`config.mk`:
```
export PLATFORM = sky130hd
export DESIGN_NAME = multi_server_job_queue
export DESIGN_NICKNAME = d
export VERILOG_FILES = /design/src/rtl/core/msjq_pkg.sv /design/src/rtl/core/multi_server_job_queue.sv
export SDC_FILE = /design/constraint.sdc
export NUM_CORES = 2
export LEC_CHECK = 0
export BUFFER_PORTS_ARGS = -buffer_cell sky130_fd_sc_hd__clkbuf_2
export CAP_MARGIN = 20
export CORE_ASPECT_RATIO = 0.5
export CORE_MARGIN = 8
export CORE_UTILIZATION = 45
export CTS_CLUSTER_DIAMETER = 80
export DETAILED_ROUTE_END_ITERATION = 6
export GPL_TIMING_DRIVEN = 0
export PLACE_DENSITY = 0.6
export SYNTH_ARGS = -nofsm -noshare
export SYNTH_HDL_FRONTEND = slang
export SYNTH_SLANG_ARGS = --single-unit
```
`constraint.sdc`:
```
create_clock -name clk -period 7.2 [get_ports clk]
set_clock_uncertainty 0.05 [all_clocks]
set_input_delay 0 -clock clk [delete_from_list [all_inputs] [get_ports clk]]
set_output_delay 0 -clock clk [all_outputs]
set_load 0.02 [all_outputs]
```
`src/rtl/core/msjq_pkg.sv`:
```
// ============================================================================
// Multi-server job queue package
// Shared types and codes for the multi-server job queue: the command and
// result payloads, the waiting buffer entry, event kinds and register indexes.
// ============================================================================
`default_nettype none

package msjq_pkg;

    // Default sizes for the top level parameters.
    localparam int SLOTS_DEFAULT = 8;
    localparam int DEPTH_DEFAULT = 64;

    // Field widths fixed by the interface.
    localparam int ID_W    = 16;
    localparam int TIME_W  = 32;
    localparam int SRV_W   = 4;
    localparam int BUSY_W  = 4;
    localparam int QLEN_W  = 7;
    localparam int KIND_W  = 2;
    localparam int CIDX_W  = 2;

    // Command opcodes.
    localparam logic OP_ARRIVAL  = 1'b0;
    localparam logic OP_COMPLETE = 1'b1;

    // Result event kinds.
    localparam logic [KIND_W-1:0] EV_STARTED   = 2'd0;
    localparam logic [KIND_W-1:0] EV_QUEUED    = 2'd1;
    localparam logic [KIND_W-1:0] EV_DROPPED   = 2'd2;
    localparam logic [KIND_W-1:0] EV_DELIVERED = 2'd3;

    // Configuration register indexes.
    localparam logic [CIDX_W-1:0] CFG_SERVER_COUNT   = 2'd0;
    localparam logic [CIDX_W-1:0] CFG_BUFFER_LIMIT   = 2'd1;
    localparam logic [CIDX_W-1:0] CFG_SERVICE_TICKS  = 2'd2;
    localparam logic [CIDX_W-1:0] CFG_STAMP_ON_QUEUE = 2'd3;

    // Register reset values.
    localparam logic [SRV_W-1:0]  SERVER_COUNT_RST  = 4'd1;
    localparam logic [7:0]        BUFFER_LIMIT_RST  = 8'hFF;
    localparam logic [TIME_W-1:0] SERVICE_TICKS_RST = 32'd1;

    // One command on the input side.
    typedef struct packed {
        logic              opcode;
        logic [ID_W-1:0]   job_id;
        logic [TIME_W-1:0] job_stamp;
        logic [TIME_W-1:0] now_time;
        logic              is_primary;
    } cmd_t;

    // One result on the output side.
    typedef struct packed {
        logic [KIND_W-1:0] event_kind;
        logic [ID_W-1:0]   out_job_id;
        logic [TIME_W-1:0] out_stamp;
        logic [TIME_W-1:0] finish_time;
        logic [TIME_W-1:0] elapsed;
        logic              drop_signal;
        logic              id_found;
        logic [TIME_W-1:0] delivered_total;
        logic [BUSY_W-1:0] busy_count;
        logic [QLEN_W-1:0] queue_length;
        logic              last;
    } result_t;

    // One entry of the waiting buffer.
    typedef struct packed {
        logic [ID_W-1:0]   id;
        logic [TIME_W-1:0] stamp;
    } fifo_entry_t;

endpackage

`default_nettype wire

```
`src/rtl/core/multi_server_job_queue.sv`:
```
// ============================================================================
// Multi-server job queue
// Tracks jobs in service on a small busy list and holds waiting jobs in a
// FIFO buffer; reports start, queue, drop and delivery events.
// ============================================================================
//
// Usage:
//   A command is transferred at a rising edge with start high and busy low.
//   Each result is shown on result for exactly one cycle with done high; the
//   receiver cannot stall, so it must take every result as it appears.
//   A completion gives two results (delivered, then started) when a job is
//   waiting; result.last marks the final result of a command.
//   Configuration is written through cfg_valid/cfg_index/cfg_data while the
//   block is idle; cfg_ready is always high.
// Command handling:
//   Queued or dropped arrival: the result is registered and appears in the
//   cycle after the transfer, and the next command may follow at once.
//   Direct start: one busy slot checked per cycle by the shared slot compare
//   unit searching for a free entry.
//   Completion: an id search in ST_DEL_SCAN, the delivered result in
//   ST_DEL_EMIT, then a free-slot search in ST_ADD_SCAN for the started head.
// Reset:
//   Clears the busy list, counts and FIFO pointers and loads register
//   defaults; the FIFO contents need no clearing.
//
`default_nettype none

module multi_server_job_queue
    import msjq_pkg::*;
#(
    parameter int SLOTS = SLOTS_DEFAULT,
    parameter int DEPTH = DEPTH_DEFAULT
) (
    input  wire logic              clk,
    input  wire logic              rst_n,
    input  wire logic              start,
    output logic                   busy,
    input  wire cmd_t              cmd,
    output logic                   done,
    output result_t                result,
    input  wire logic              cfg_valid,
    output logic                   cfg_ready,
    input  wire logic [CIDX_W-1:0] cfg_index,
    input  wire logic [TIME_W-1:0] cfg_data
);

    // Derived sizes.
    localparam int SIW  = (SLOTS > 1) ? $clog2(SLOTS) : 1;
    localparam int BW   = $clog2(SLOTS + 1);
    localparam int PW   = $clog2(DEPTH);
    localparam int CW   = $clog2(DEPTH + 1);
    localparam int CMPW = (BW > SRV_W) ? BW : SRV_W;
    localparam int QW   = (CW > 8) ? CW : 8;

    localparam logic [SIW-1:0] SLOT_LAST = SIW'(SLOTS - 1);
    localparam logic [BW-1:0]  BUSY_FULL = BW'(SLOTS);
    localparam logic [PW-1:0]  PTR_LAST  = PW'(DEPTH - 1);
    localparam logic [CW-1:0]  CNT_FULL  = CW'(DEPTH);

    typedef enum logic [1:0] {
        ST_IDLE,
        ST_DEL_SCAN,
        ST_DEL_EMIT,
        ST_ADD_SCAN
    } state_t;

    // Configuration registers.
    logic [SRV_W-1:0]  server_count_reg;
    logic signed [7:0] buffer_limit_reg;
    logic [TIME_W-1:0] service_ticks_reg;
    logic              stamp_on_queue_reg;

    // Busy list, counts and FIFO pointers.
    logic [ID_W-1:0]   busy_ids_reg [SLOTS];
    logic [SLOTS-1:0]  busy_valid_reg;
    logic [BW-1:0]     busy_total_reg;
    logic [PW-1:0]     fifo_head_reg;
    logic [PW-1:0]     fifo_tail_reg;
    logic [CW-1:0]     fifo_count_reg;
    logic [TIME_W-1:0] delivery_count_reg;

    // Sequencer state and working registers.
    state_t            state_reg;
    logic [SIW-1:0]    idx_reg;
    cmd_t              cmd_reg;
    logic [ID_W-1:0]   add_id_reg;
    logic [TIME_W-1:0] add_stamp_reg;
    logic              from_queue_reg;
    logic              found_reg;
    logic              done_reg;
    result_t           result_reg;

    // Waiting buffer storage.
    fifo_entry_t       fifo_mem [DEPTH];
    fifo_entry_t       rd_data_reg;

    // Trim a busy total to the result field width.
    function automatic logic [BUSY_W-1:0] fit_busy(input logic [BW-1:0] v);
        logic [BW+BUSY_W-1:0] ext;
        ext = {{BUSY_W{1'b0}}, v};
        return ext[BUSY_W-1:0];
    endfunction

    // Trim a FIFO count to the result field width.
    function automatic logic [QLEN_W-1:0] fit_qlen(input logic [CW-1:0] v);
        logic [CW+QLEN_W-1:0] ext;
        ext = {{QLEN_W{1'b0}}, v};
        return ext[QLEN_W-1:0];
    endfunction

    // Handshake and arrival decisions taken in the idle state.
    logic        accept;
    logic        direct_start;
    logic        buf_full;
    logic        fifo_we;
    fifo_entry_t wr_entry;

    assign accept       = start && (state_reg == ST_IDLE);
    assign direct_start = CMPW'(busy_total_reg) < CMPW'(server_count_reg);
    assign buf_full     = (fifo_count_reg >= CNT_FULL) ||
                          (!buffer_limit_reg[7] &&
                           (QW'(fifo_count_reg) >= QW'(buffer_limit_reg[7:0])));
    assign fifo_we      = accept && (cmd.opcode == OP_ARRIVAL) &&
                          !direct_start && !buf_full;
    assign wr_entry.id    = cmd.job_id;
    assign wr_entry.stamp = stamp_on_queue_reg ? cmd.now_time : cmd.job_stamp;

    // Shared slot compare unit: one busy slot examined per cycle.
    logic slot_free;
    logic slot_hit;
    logic slot_end;

    assign slot_free = !busy_valid_reg[idx_reg];
    assign slot_hit  = busy_valid_reg[idx_reg] && (busy_ids_reg[idx_reg] == cmd_reg.job_id);
    assign slot_end  = (idx_reg == SLOT_LAST);

    // Pointer and count updates.
    logic [PW-1:0] tail_inc;
    logic [PW-1:0] head_inc;

    assign tail_inc = (fifo_tail_reg == PTR_LAST) ? '0 : fifo_tail_reg + 1'b1;
    assign head_inc = (fifo_head_reg == PTR_LAST) ? '0 : fifo_head_reg + 1'b1;

    // Time arithmetic on the latched command.
    logic [TIME_W-1:0] finish_calc;
    logic [TIME_W-1:0] travel_calc;
    logic [TIME_W-1:0] wait_calc;
    logic [TIME_W-1:0] delivered_next;
    logic [BW-1:0]     busy_inc;
    logic [BW-1:0]     busy_dec;

    assign finish_calc    = cmd_reg.now_time + service_ticks_reg;
    assign travel_calc    = cmd_reg.now_time - cmd_reg.job_stamp;
    assign wait_calc      = from_queue_reg ? (cmd_reg.now_time - add_stamp_reg) : '0;
    assign delivered_next = delivery_count_reg + 1'b1;
    assign busy_inc       = busy_total_reg + 1'b1;
    assign busy_dec       = (busy_total_reg != '0) ? busy_total_reg - 1'b1 : busy_total_reg;

    // Configuration writes.
    always_ff @(posedge clk or negedge rst_n)
    begin
        if (!rst_n)
        begin
            server_count_reg   <= SERVER_COUNT_RST;
            buffer_limit_reg   <= BUFFER_LIMIT_RST;
            service_ticks_reg  <= SERVICE_TICKS_RST;
            stamp_on_queue_reg <= 1'b0;
        end
        else if (cfg_valid && cfg_ready)
        begin
            case (cfg_index)
                CFG_SERVER_COUNT:   server_count_reg   <= cfg_data[SRV_W-1:0];
                CFG_BUFFER_LIMIT:   buffer_limit_reg   <= cfg_data[7:0];
                CFG_SERVICE_TICKS:  service_ticks_reg  <= cfg_data;
                CFG_STAMP_ON_QUEUE: stamp_on_queue_reg <= cfg_data[0];
                default:            ;
            endcase
        end
    end

    // Waiting buffer: written on a queued arrival, head read every cycle.
    always_ff @(posedge clk)
    begin
        if (fifo_we)
        begin
            fifo_mem[fifo_tail_reg] <= wr_entry;
        end
        rd_data_reg <= fifo_mem[fifo_head_reg];
    end

    // Busy slot ids: written when a free slot is claimed.
    always_ff @(posedge clk)
    begin
        if ((state_reg == ST_ADD_SCAN) && slot_free)
        begin
            busy_ids_reg[idx_reg] <= add_id_reg;
        end
    end

    // Sequencer with its registered results.
    always_ff @(posedge clk or negedge rst_n)
    begin
        if (!rst_n)
        begin
            state_reg          <= ST_IDLE;
            idx_reg            <= '0;
            busy_valid_reg     <= '0;
            busy_total_reg     <= '0;
            fifo_head_reg      <= '0;
            fifo_tail_reg      <= '0;
            fifo_count_reg     <= '0;
            delivery_count_reg <= '0;
            from_queue_reg     <= 1'b0;
            found_reg          <= 1'b0;
            done_reg           <= 1'b0;
        end
        else
        begin
            done_reg <= 1'b0;
            case (state_reg)
                ST_IDLE:
                begin
                    if (accept)
                    begin
                        cmd_reg <= cmd;
                        idx_reg <= '0;
                        if (cmd.opcode == OP_COMPLETE)
                        begin
                            state_reg <= ST_DEL_SCAN;
                        end
                        else if (direct_start)
                        begin
                            add_id_reg     <= cmd.job_id;
                            add_stamp_reg  <= cmd.job_stamp;
                            from_queue_reg <= 1'b0;
                            state_reg      <= ST_ADD_SCAN;
                        end
                        else
                        begin
                            // Queued or dropped: reported right away.
                            done_reg                   <= 1'b1;
                            result_reg.out_job_id      <= cmd.job_id;
                            result_reg.finish_time     <= '0;
                            result_reg.elapsed         <= '0;
                            result_reg.id_found        <= 1'b0;
                            result_reg.delivered_total <= delivery_count_reg;
                            result_reg.busy_count      <= fit_busy(busy_total_reg);
                            result_reg.last            <= 1'b1;
                            if (buf_full)
                            begin
                                result_reg.event_kind   <= EV_DROPPED;
                                result_reg.out_stamp    <= cmd.job_stamp;
                                result_reg.drop_signal  <= cmd.is_primary;
                                result_reg.queue_length <= fit_qlen(fifo_count_reg);
                            end
                            else
                            begin
                                result_reg.event_kind   <= EV_QUEUED;
                                result_reg.out_stamp    <= wr_entry.stamp;
                                result_reg.drop_signal  <= 1'b0;
                                result_reg.queue_length <= fit_qlen(fifo_count_reg + 1'b1);
                                fifo_tail_reg           <= tail_inc;
                                fifo_count_reg          <= fifo_count_reg + 1'b1;
                            end
                        end
                    end
                end

                ST_DEL_SCAN:
                begin
                    // Search the busy list for the completing id.
                    if (slot_hit)
                    begin
                        busy_valid_reg[idx_reg] <= 1'b0;
                        busy_total_reg          <= busy_dec;
                        found_reg               <= 1'b1;
                        state_reg               <= ST_DEL_EMIT;
                    end
                    else if (slot_end)
                    begin
                        found_reg <= 1'b0;
                        state_reg <= ST_DEL_EMIT;
                    end
                    else
                    begin
                        idx_reg <= idx_reg + 1'b1;
                    end
                end

                ST_DEL_EMIT:
                begin
                    // Report the delivery, then pop the head if one waits.
                    done_reg                   <= 1'b1;
                    delivery_count_reg         <= delivered_next;
                    result_reg.event_kind      <= EV_DELIVERED;
                    result_reg.out_job_id      <= cmd_reg.job_id;
                    result_reg.out_stamp       <= cmd_reg.job_stamp;
                    result_reg.finish_time     <= '0;
                    result_reg.elapsed         <= travel_calc;
                    result_reg.drop_signal     <= 1'b0;
                    result_reg.id_found        <= found_reg;
                    result_reg.delivered_total <= delivered_next;
                    result_reg.busy_count      <= fit_busy(busy_total_reg);
                    result_reg.queue_length    <= fit_qlen(fifo_count_reg);
                    if (fifo_count_reg == '0)
                    begin
                        result_reg.last <= 1'b1;
                        state_reg       <= ST_IDLE;
                    end
                    else
                    begin
                        result_reg.last <= 1'b0;
                        add_id_reg      <= rd_data_reg.id;
                        add_stamp_reg   <= rd_data_reg.stamp;
                        from_queue_reg  <= 1'b1;
                        fifo_head_reg   <= head_inc;
                        fifo_count_reg  <= fifo_count_reg - 1'b1;
                        idx_reg         <= '0;
                        state_reg       <= ST_ADD_SCAN;
                    end
                end

                ST_ADD_SCAN:
                begin
                    // Claim the first free slot; a full list saturates the total.
                    if (slot_free || slot_end)
                    begin
                        done_reg                   <= 1'b1;
                        result_reg.event_kind      <= EV_STARTED;
                        result_reg.out_job_id      <= add_id_reg;
                        result_reg.out_stamp       <= add_stamp_reg;
                        result_reg.finish_time     <= finish_calc;
                        result_reg.elapsed         <= wait_calc;
                        result_reg.drop_signal     <= 1'b0;
                        result_reg.id_found        <= 1'b0;
                        result_reg.delivered_total <= delivery_count_reg;
                        result_reg.queue_length    <= fit_qlen(fifo_count_reg);
                        result_reg.last            <= 1'b1;
                        state_reg                  <= ST_IDLE;
                        if (slot_free)
                        begin
                            busy_valid_reg[idx_reg] <= 1'b1;
                            busy_total_reg          <= busy_inc;
                            result_reg.busy_count   <= fit_busy(busy_inc);
                        end
                        else
                        begin
                            busy_total_reg        <= BUSY_FULL;
                            result_reg.busy_count <= fit_busy(BUSY_FULL);
                        end
                    end
                    else
                    begin
                        idx_reg <= idx_reg + 1'b1;
                    end
                end

                default:
                begin
                    state_reg <= ST_IDLE;
                end
            endcase
        end
    end

    // Outputs.
    assign busy      = (state_reg != ST_IDLE);
    assign done      = done_reg;
    assign result    = result_reg;
    assign cfg_ready = 1'b1;

    // The busy total always matches the number of occupied slots.
    a_busy_total_matches: assert property (@(posedge clk) disable iff (!rst_n)
        $countones(busy_valid_reg) == int'(busy_total_reg))
        else $error("busy total does not match occupied slots");

    // The FIFO never holds more than its depth.
    a_fifo_bound: assert property (@(posedge clk) disable iff (!rst_n)
        fifo_count_reg <= CNT_FULL)
        else $error("FIFO count beyond depth");

    // A result that is not the last one is followed by more work.
    a_more_follows: assert property (@(posedge clk) disable iff (!rst_n)
        (done && !result.last) |-> busy)
        else $error("non-final result while sequencer idle");

    // Every result follows a transfer or sequencer activity.
    a_done_cause: assert property (@(posedge clk) disable iff (!rst_n)
        done |-> ($past(start && !busy) || $past(busy)))
        else $error("result without a command");

    // A delivered result always carries a zero finish time.
    a_delivered_fields: assert property (@(posedge clk) disable iff (!rst_n)
        (done && (result.event_kind == EV_DELIVERED)) |-> (result.finish_time == '0))
        else $error("delivered result with finish time");

endmodule

`default_nettype wire
```
# Yosys cells after proc, flatten, opt, wreduce, memory -nomap -nowiden
# Memory sizes are Yosys's and may differ from the RTL's. A register that Yosys moved wholly into a read port is not among the register bits.
# Cells that the tools add are included.
[classes]
muxes = 72
order_cmp = 5
n_eq_ne = 24
add_sub_neg = 11
reduce_logical = 39
n_bitwise = 7
[ops]
columns = ["cell", "n"]
rows = [
  ["160-bit 2-to-1 mux", 4],
  ["160-bit one-hot mux with 3 select lines", 1],
  ["32-bit 2-to-1 mux", 7],
  ["16-bit 2-to-1 mux", 4],
  ["32-bit one-hot mux with 2 select lines", 1],
  ["32-bit subtractor", 2],
  ["7-bit 2-to-1 mux", 5],
  ["32-bit by 1-bit adder with 32-bit output (second input constant)", 1],
  ["32-bit adder", 1],
  ["16-bit one-hot mux with 2 select lines", 1],
  ["8-bit 2-to-1 mux", 3],
  ["2-bit inequality test (second input constant)", 11],
  ["5-bit AND reduction", 4],
  ["1-bit 2-to-1 mux", 18],
  ["16-bit == test", 1],
  ["2-bit 2-to-1 mux", 8],
  ["4-bit 2-to-1 mux", 4],
  ["8-bit one-hot mux with 2 select lines", 1],
  ["3-bit 2-to-1 mux", 5],
  ["7-bit one-hot mux with 2 select lines", 1],
  ["6-bit by 1-bit adder with 6-bit output (second input constant)", 2],
  ["6-bit == test (second input constant)", 2],
  ["6-bit 2-to-1 mux", 2],
  ["3-bit one-hot mux with 4 select lines", 1],
  ["other kinds (37)", 68],
]
[totals]
out_inout_bits = 163
reg_bits = 404
ram_bits = 3200
in_bits = 120
n_memories = 2
word_cells = 191
[memory_table]
columns = ["name", "depth", "width", "read_ports", "rd_ports_with_merged_regs", "wr", "line", "source"]
rows = [
  ["fifo_mem", 64, 48, 1, 1, 1, "multi_server_job_queue.sv:94", "fifo_entry_t fifo_mem [DEPTH];"],
  ["busy_ids_reg", 8, 16, 1, 0, 1, "multi_server_job_queue.sv:74", "logic [ID_W-1:0] busy_ids_reg [SLOTS];"],
]

# Depth between registers and ports, before layout
[depth]
word_depth = 8
mapped_depth = 14
mapped_depth_nobuf = 14

# Worst setup path before layout
# No wires, ideal clock.
[synth_timing]
path_kind = "register to register"
startpoint = "register idx_reg[1]"
endpoint = "register result_reg (netlist bit result[0]), enable pin"
setup_slack_ns = 1.214
t_arrival_ns = 5.397
required_ns = 6.610
path_buffers = 1
setup_ns = 0.540
path_stages_with_launch = 10
cell_sequence = "dfrtp_1 -> buf_6 -> and2b_1 -> a221oi_1 -> nor2_1 -> nor2_1 -> or2_2 -> nand2_1 -> o21ai_0 -> and2_1"
[synth_via]
elab_chain_len = 6
word_cells_on_any_way = 7
[synth_rtl]
columns = ["element", "line", "source"]
rows = [
  ["start, declared", "multi_server_job_queue.sv:84", "logic [SIW-1:0] idx_reg;"],
  ["start signal, assigned", "multi_server_job_queue.sv:286", "idx_reg <= idx_reg + 1'b1;"],
  ["start signal, assigned", "multi_server_job_queue.sv:354", "idx_reg <= idx_reg + 1'b1;"],
  ["1-bit binary-select mux with 3-bit select", "multi_server_job_queue.sv:133", "assign slot_free = !busy_valid_reg[idx_reg];"],
  ["1-bit 2-to-1 mux (implied by the code)", "multi_server_job_queue.sv:133", ""],
  ["1-bit zero test", "multi_server_job_queue.sv:133", ""],
  ["1-bit logical OR (*)", "multi_server_job_queue.sv:326", "if (slot_free || slot_end)"],
  ["2-bit by 1-bit inequality test with 1-bit output (no line) (*)", "n/a", ""],
  ["6-bit AND reduction (no line) (*)", "n/a", ""],
  ["end, declared", "multi_server_job_queue.sv:91", "result_t result_reg;"],
]
# Every way passes the cells marked *; elsewhere a longest branch is shown, timed or not. The select of a mux whose other input is x is not followed.
# A chain may end at the register's enable or synchronous reset.

# Worst setup path in the final report
[layout_timing]
startpoint = "register fifo_count_reg[0]"
endpoint = "memory fifo_mem[17][20] in the netlist's numbering, enable pin"
[layout_via]
elab_chain_len = 7
word_cells_on_any_way = 8
[layout_rtl]
columns = ["element", "line", "source"]
rows = [
  ["start, declared", "multi_server_job_queue.sv:79", "logic [CW-1:0] fifo_count_reg;"],
  ["start signal, assigned", "multi_server_job_queue.sv:263", "fifo_count_reg <= fifo_count_reg + 1'b1;"],
  ["start signal, assigned", "multi_server_job_queue.sv:317", "fifo_count_reg <= fifo_count_reg - 1'b1;"],
  ["7-bit by 8-bit >= comparator with 1-bit output", "multi_server_job_queue.sv:122", "(QW'(fifo_count_reg) >= QW'(buffer_limit_reg[7:0])));"],
  ["1-bit logical AND", "multi_server_job_queue.sv:121", "(!buffer_limit_reg[7] &&"],
  ["1-bit logical OR (*)", "multi_server_job_queue.sv:120", "assign buf_full = (fifo_count_reg >= CNT_FULL) ||"],
  ["1-bit zero test (*)", "multi_server_job_queue.sv:124", "!direct_start && !buf_full;"],
  ["1-bit logical AND (*)", "multi_server_job_queue.sv:124", ""],
  ["1-bit 2-to-1 mux (*)", "multi_server_job_queue.sv:184", "if (fifo_we)"],
  ["1-bit 2-to-1 mux (implied by the code) (*)", "multi_server_job_queue.sv:186", "fifo_mem[fifo_tail_reg] <= wr_entry;"],
  ["end, declared", "multi_server_job_queue.sv:94", ""],
]
# Every way passes the cells marked *; elsewhere a longest branch is shown, timed or not.

==> impl_metrics.ini <==
[clock_network]
total_of_cells_resized_after_clock_tree_synthesis = 0
cts.reportedPaths.clkPinSlew_ps = 70
cts_inserted_buffers = 333
clock_insertion_delay_worst_skew_ps = 930
clk_path_buf_depth = 4
cts.htree.levels = 5
clock_sinks = 3652
tritoncts = yes
cts_root_buffer = sky130_fd_sc_hd__clkbuf_16
post-cts-setup-buffers = 0

[synth]
syn-num-nets = 6983
sequential_area_share_after_synthesis = 0.753
synth_enable_flop_cells = 3488
netlist_area_um2 = 144000
dominantRegCellSynth = sky130_fd_sc_hd__edfxtp_1
syn_avg_cell_area_um2 = 21.4
ys.warnings.count = 0
ys_async_sr_fraction = 0.0318
synth.distinct_cells = 87
synth_seq_cells = 3652
post_synth_inst_count = 6745

[setup_path]
critical_path.max_stage_delay_ps = 1120
crit_chain = inv_1, ha_1, nand2b_1, a21o_1, a21o_1, a21oi_1, nor2b_1, o21ai_1, a21oi_1, nor3_2, nand3_1, nor2_4, buf_12
timing.critical_path.slowest_stage_cell = sky130_fd_sc_hd__nor2_4
worstSetupEndpointType = flip-flop
start_to_end_type_of_the_worst_setup_path = flip-flop to flip-flop
critical_path.startpoint_type = flip-flop
worstPathArrival_ps = 6480
crit_fanout = 25
rr_worst_depth = 13
worstPathRequired_ps = 7740

[floorplan]
design.portCount = 283
die_h_um = 416
number_of_cell_rows = 147
initial_core_util = 0.451
die-area_um2 = 340000
die_w_um = 817
core-area_um2 = 320000

[power_and_ir_drop]
cellPowerDensity_nw_per_um2 = 378
max-vdd-ir-drop_v = 0.000286
reported_leakage_power_nw = 54.8

[detailed_routing]
routed_wl_um = 421000
detailedRoute.firstPassIterationCount = 7
num_vias = 75244
antenna_left = 0
detail_route.vias_per_cell = 6.08
initialDrtViolationCount = 10894
drc_errors = 1
wire_per_inst_um = 34.1

[sta]
finalHoldWorstSlack_ps = 56.9
period_minus_slack_ps = 5940
rsz_0062_raised_after_global_routing = false
report.final.setup_viol = 0
fmax_mhz = 168
period_share = 0.825
timing.final.hold_violations = 0
worstMarginPinSlew_ps = 1210
slew_viol_final = 0
post-route-worst-setup-slack_ps = 1260
max_slew_margin = 0.197

[grt]
groute.layer.met1.usage = 0.354
antenna_violations_before_repair = 52
grt_max_degree = 72
groute.layer.met2.usage = 0.361
gr-max-usage-layer = met2
grt_use_met3 = 0.0665
grtUsageTotal = 0.243
vias_in_the_first_global_route = 73316
grt_pass1_wl_um = 582000
overflow = 0

[cells_and_area]
nNetsFinal = 8085
drive_above_1_share = 0.279
layout-area-overhead-vs-synth_pct = 17.5
final_area_um2 = 170000
flip_flop_count_of_the_largest_register_all_copies_and_words_added = 3072
layout.filler_cells = 24593
fraction_of_the_core_area_covered_by_cells_at_the_end_of_the_flow = 0.530

[placement]
placed_area_um2 = 156000
detailedPlace.worstSlack_ps = 1380
placement.io_buffers = 281
gp_congestion = 0.888
place.detailed.hpwl_um = 298000

[min_path]
hold_class = input pin to flip-flop
timing.hold.worst_path_depth = 4

[status]
run_status = finished with violations
violations = DRC

[flow_run]
cap_viol_max_count = 0
==> layout make-up <==
type / instances / area, µm² / share of cell area
Multi-Input combinational cell: 2660 / 34500 / 0.203
Sequential cell: 3652 / 109000 / 0.641
Clock inverter: 161 / 1500 / 0.00883
Clock buffer: 433 / 9050 / 0.0534
Tap cell: 4246 / 5310 / 0.0313
Antenna cell: 26 / 65.1 / 0.000384
Inverter: 111 / 417 / 0.00246
Timing Repair Buffer: 767 / 8770 / 0.0517
Buffer: 322 / 1320 / 0.00781
==> worst paths after layout <==
kind	startpoint	endpoint	slack (ps)
worst max-delay path	fifo_count_reg[0]	fifo_mem[17][20]	1260
worst min-delay path	cmd[58]	add_stamp_reg[25]	60
worst max register to register	fifo_count_reg[0]	fifo_mem[17][20]	1260
worst min register to register	found_reg	found_reg	430
max in group asynchronous	rst_n	service_ticks_reg[29]	6180
min in group asynchronous	rst_n	service_ticks_reg[10]	220
==> what timing repair did <==
| item | 4_1_cts | 5_1_grt |
|---|---|---|
| hold endpoints to repair | 1998 | 0 |
| setup endpoints to repair | 0 | 0 |
| hold buffers | 225 | 0 |
==> worst max-delay path: cells and delay by family, from the launching register on <==
kind | cells | cell delay [ps]
adders and majority gates | 1 | 280
DFF | 1 | 420
and+or+nand+nor | 5 | 3330
buffers and inverters | 2 | 540
AOI/OAI and AO/OA | 5 | 970
==> cells in the mapped netlist (12+ instances only) <==
cell type | number | area (µm²)
sky130_fd_sc_hd__mux2i_1 | 68 | 681
sky130_fd_sc_hd__nand2_1 | 323 | 1210
sky130_fd_sc_hd__nor2b_1 | 12 | 75.1
sky130_fd_sc_hd__a211oi_1 | 14 | 105
sky130_fd_sc_hd__nand3_1 | 49 | 245
sky130_fd_sc_hd__dfrtp_1 | 106 | 2650
sky130_fd_sc_hd__nor3_1 | 24 | 120
sky130_fd_sc_hd__inv_1 | 107 | 402
sky130_fd_sc_hd__clkbuf_1 | 220 | 826
sky130_fd_sc_hd__buf_2 | 27 | 135
sky130_fd_sc_hd__nor2_1 | 179 | 672
sky130_fd_sc_hd__o21ai_1 | 14 | 70.1
sky130_fd_sc_hd__mux2_2 | 78 | 878
sky130_fd_sc_hd__o21ai_0 | 132 | 661
sky130_fd_sc_hd__a21o_1 | 45 | 338
sky130_fd_sc_hd__xor2_1 | 55 | 482
sky130_fd_sc_hd__edfxtp_1 | 3488 | 105000
sky130_fd_sc_hd__and3_1 | 24 | 150
sky130_fd_sc_hd__ha_1 | 115 | 1440
sky130_fd_sc_hd__a21oi_1 | 116 | 581
sky130_fd_sc_hd__nand4_1 | 17 | 106
sky130_fd_sc_hd__a221oi_1 | 16 | 140
sky130_fd_sc_hd__mux4_2 | 1024 | 23100
sky130_fd_sc_hd__dfxtp_1 | 48 | 961
sky130_fd_sc_hd__o22ai_1 | 31 | 194
sky130_fd_sc_hd__buf_1 | 66 | 248
sky130_fd_sc_hd__xnor2_1 | 118 | 1030
sky130_fd_sc_hd__nand2b_1 | 25 | 156
==> metal layers <==
| metal | vias up | routed length (µm) |
|---|---|---|
| met1 | 40392 | 173000 |
| met3 | 632 | 47900 |
| met5 | - | 194 |
| met2 | 3940 | 187000 |
| met4 | 26 | 13700 |
| li1 | 30254 | - |
==> power breakdown <==
group	switching [mW]	internal, mW	leakage [nW]
registers	0.782	25.0	33.3
logic	12.4	8.19	16.3
clock network	7.85	9.82	5.15
==> cells by family (layout without fill, tap and decap cells) <==
kind of cell    after synthesis  after routing  share of synthesized area
other cells                   1             27                  0.0000260
simple gates                717            717                     0.0224
mux                        1175           1175                      0.171
compound gates              476            476                     0.0208
flops                      3652           3652                      0.753
xor+xnor                    173            173                     0.0105
buf+inv                     433           1794                     0.0119
fa+ha+maj                   118            118                     0.0104
==> cells in the final DEF, fill, tap and decap left out, types with 115 or more instances in the layout <==
cell type	instances
sky130_fd_sc_hd__buf_12	150
sky130_fd_sc_hd__o21ai_0	132
sky130_fd_sc_hd__dlygate4sd3_1	224
sky130_fd_sc_hd__mux4_2	1024
sky130_fd_sc_hd__xnor2_1	118
sky130_fd_sc_hd__a21oi_1	116
sky130_fd_sc_hd__clkbuf_1	280
sky130_fd_sc_hd__ha_1	115
sky130_fd_sc_hd__nand2_1	323
sky130_fd_sc_hd__clkbuf_16	343
sky130_fd_sc_hd__edfxtp_1	3488
sky130_fd_sc_hd__clkbuf_2	295
==> metrics by stage <==
stage,cells,power [mW],TNS (ps)
after floorplan,6745,37.4,0
final,12378,64.0,0
after detailed placement,11500,46.4,0
after global placement,11272,45.7,-9069350
after global routing,12354,66.0,0
after CTS,12319,64.0,0
(Power assumes the default switching activity.)
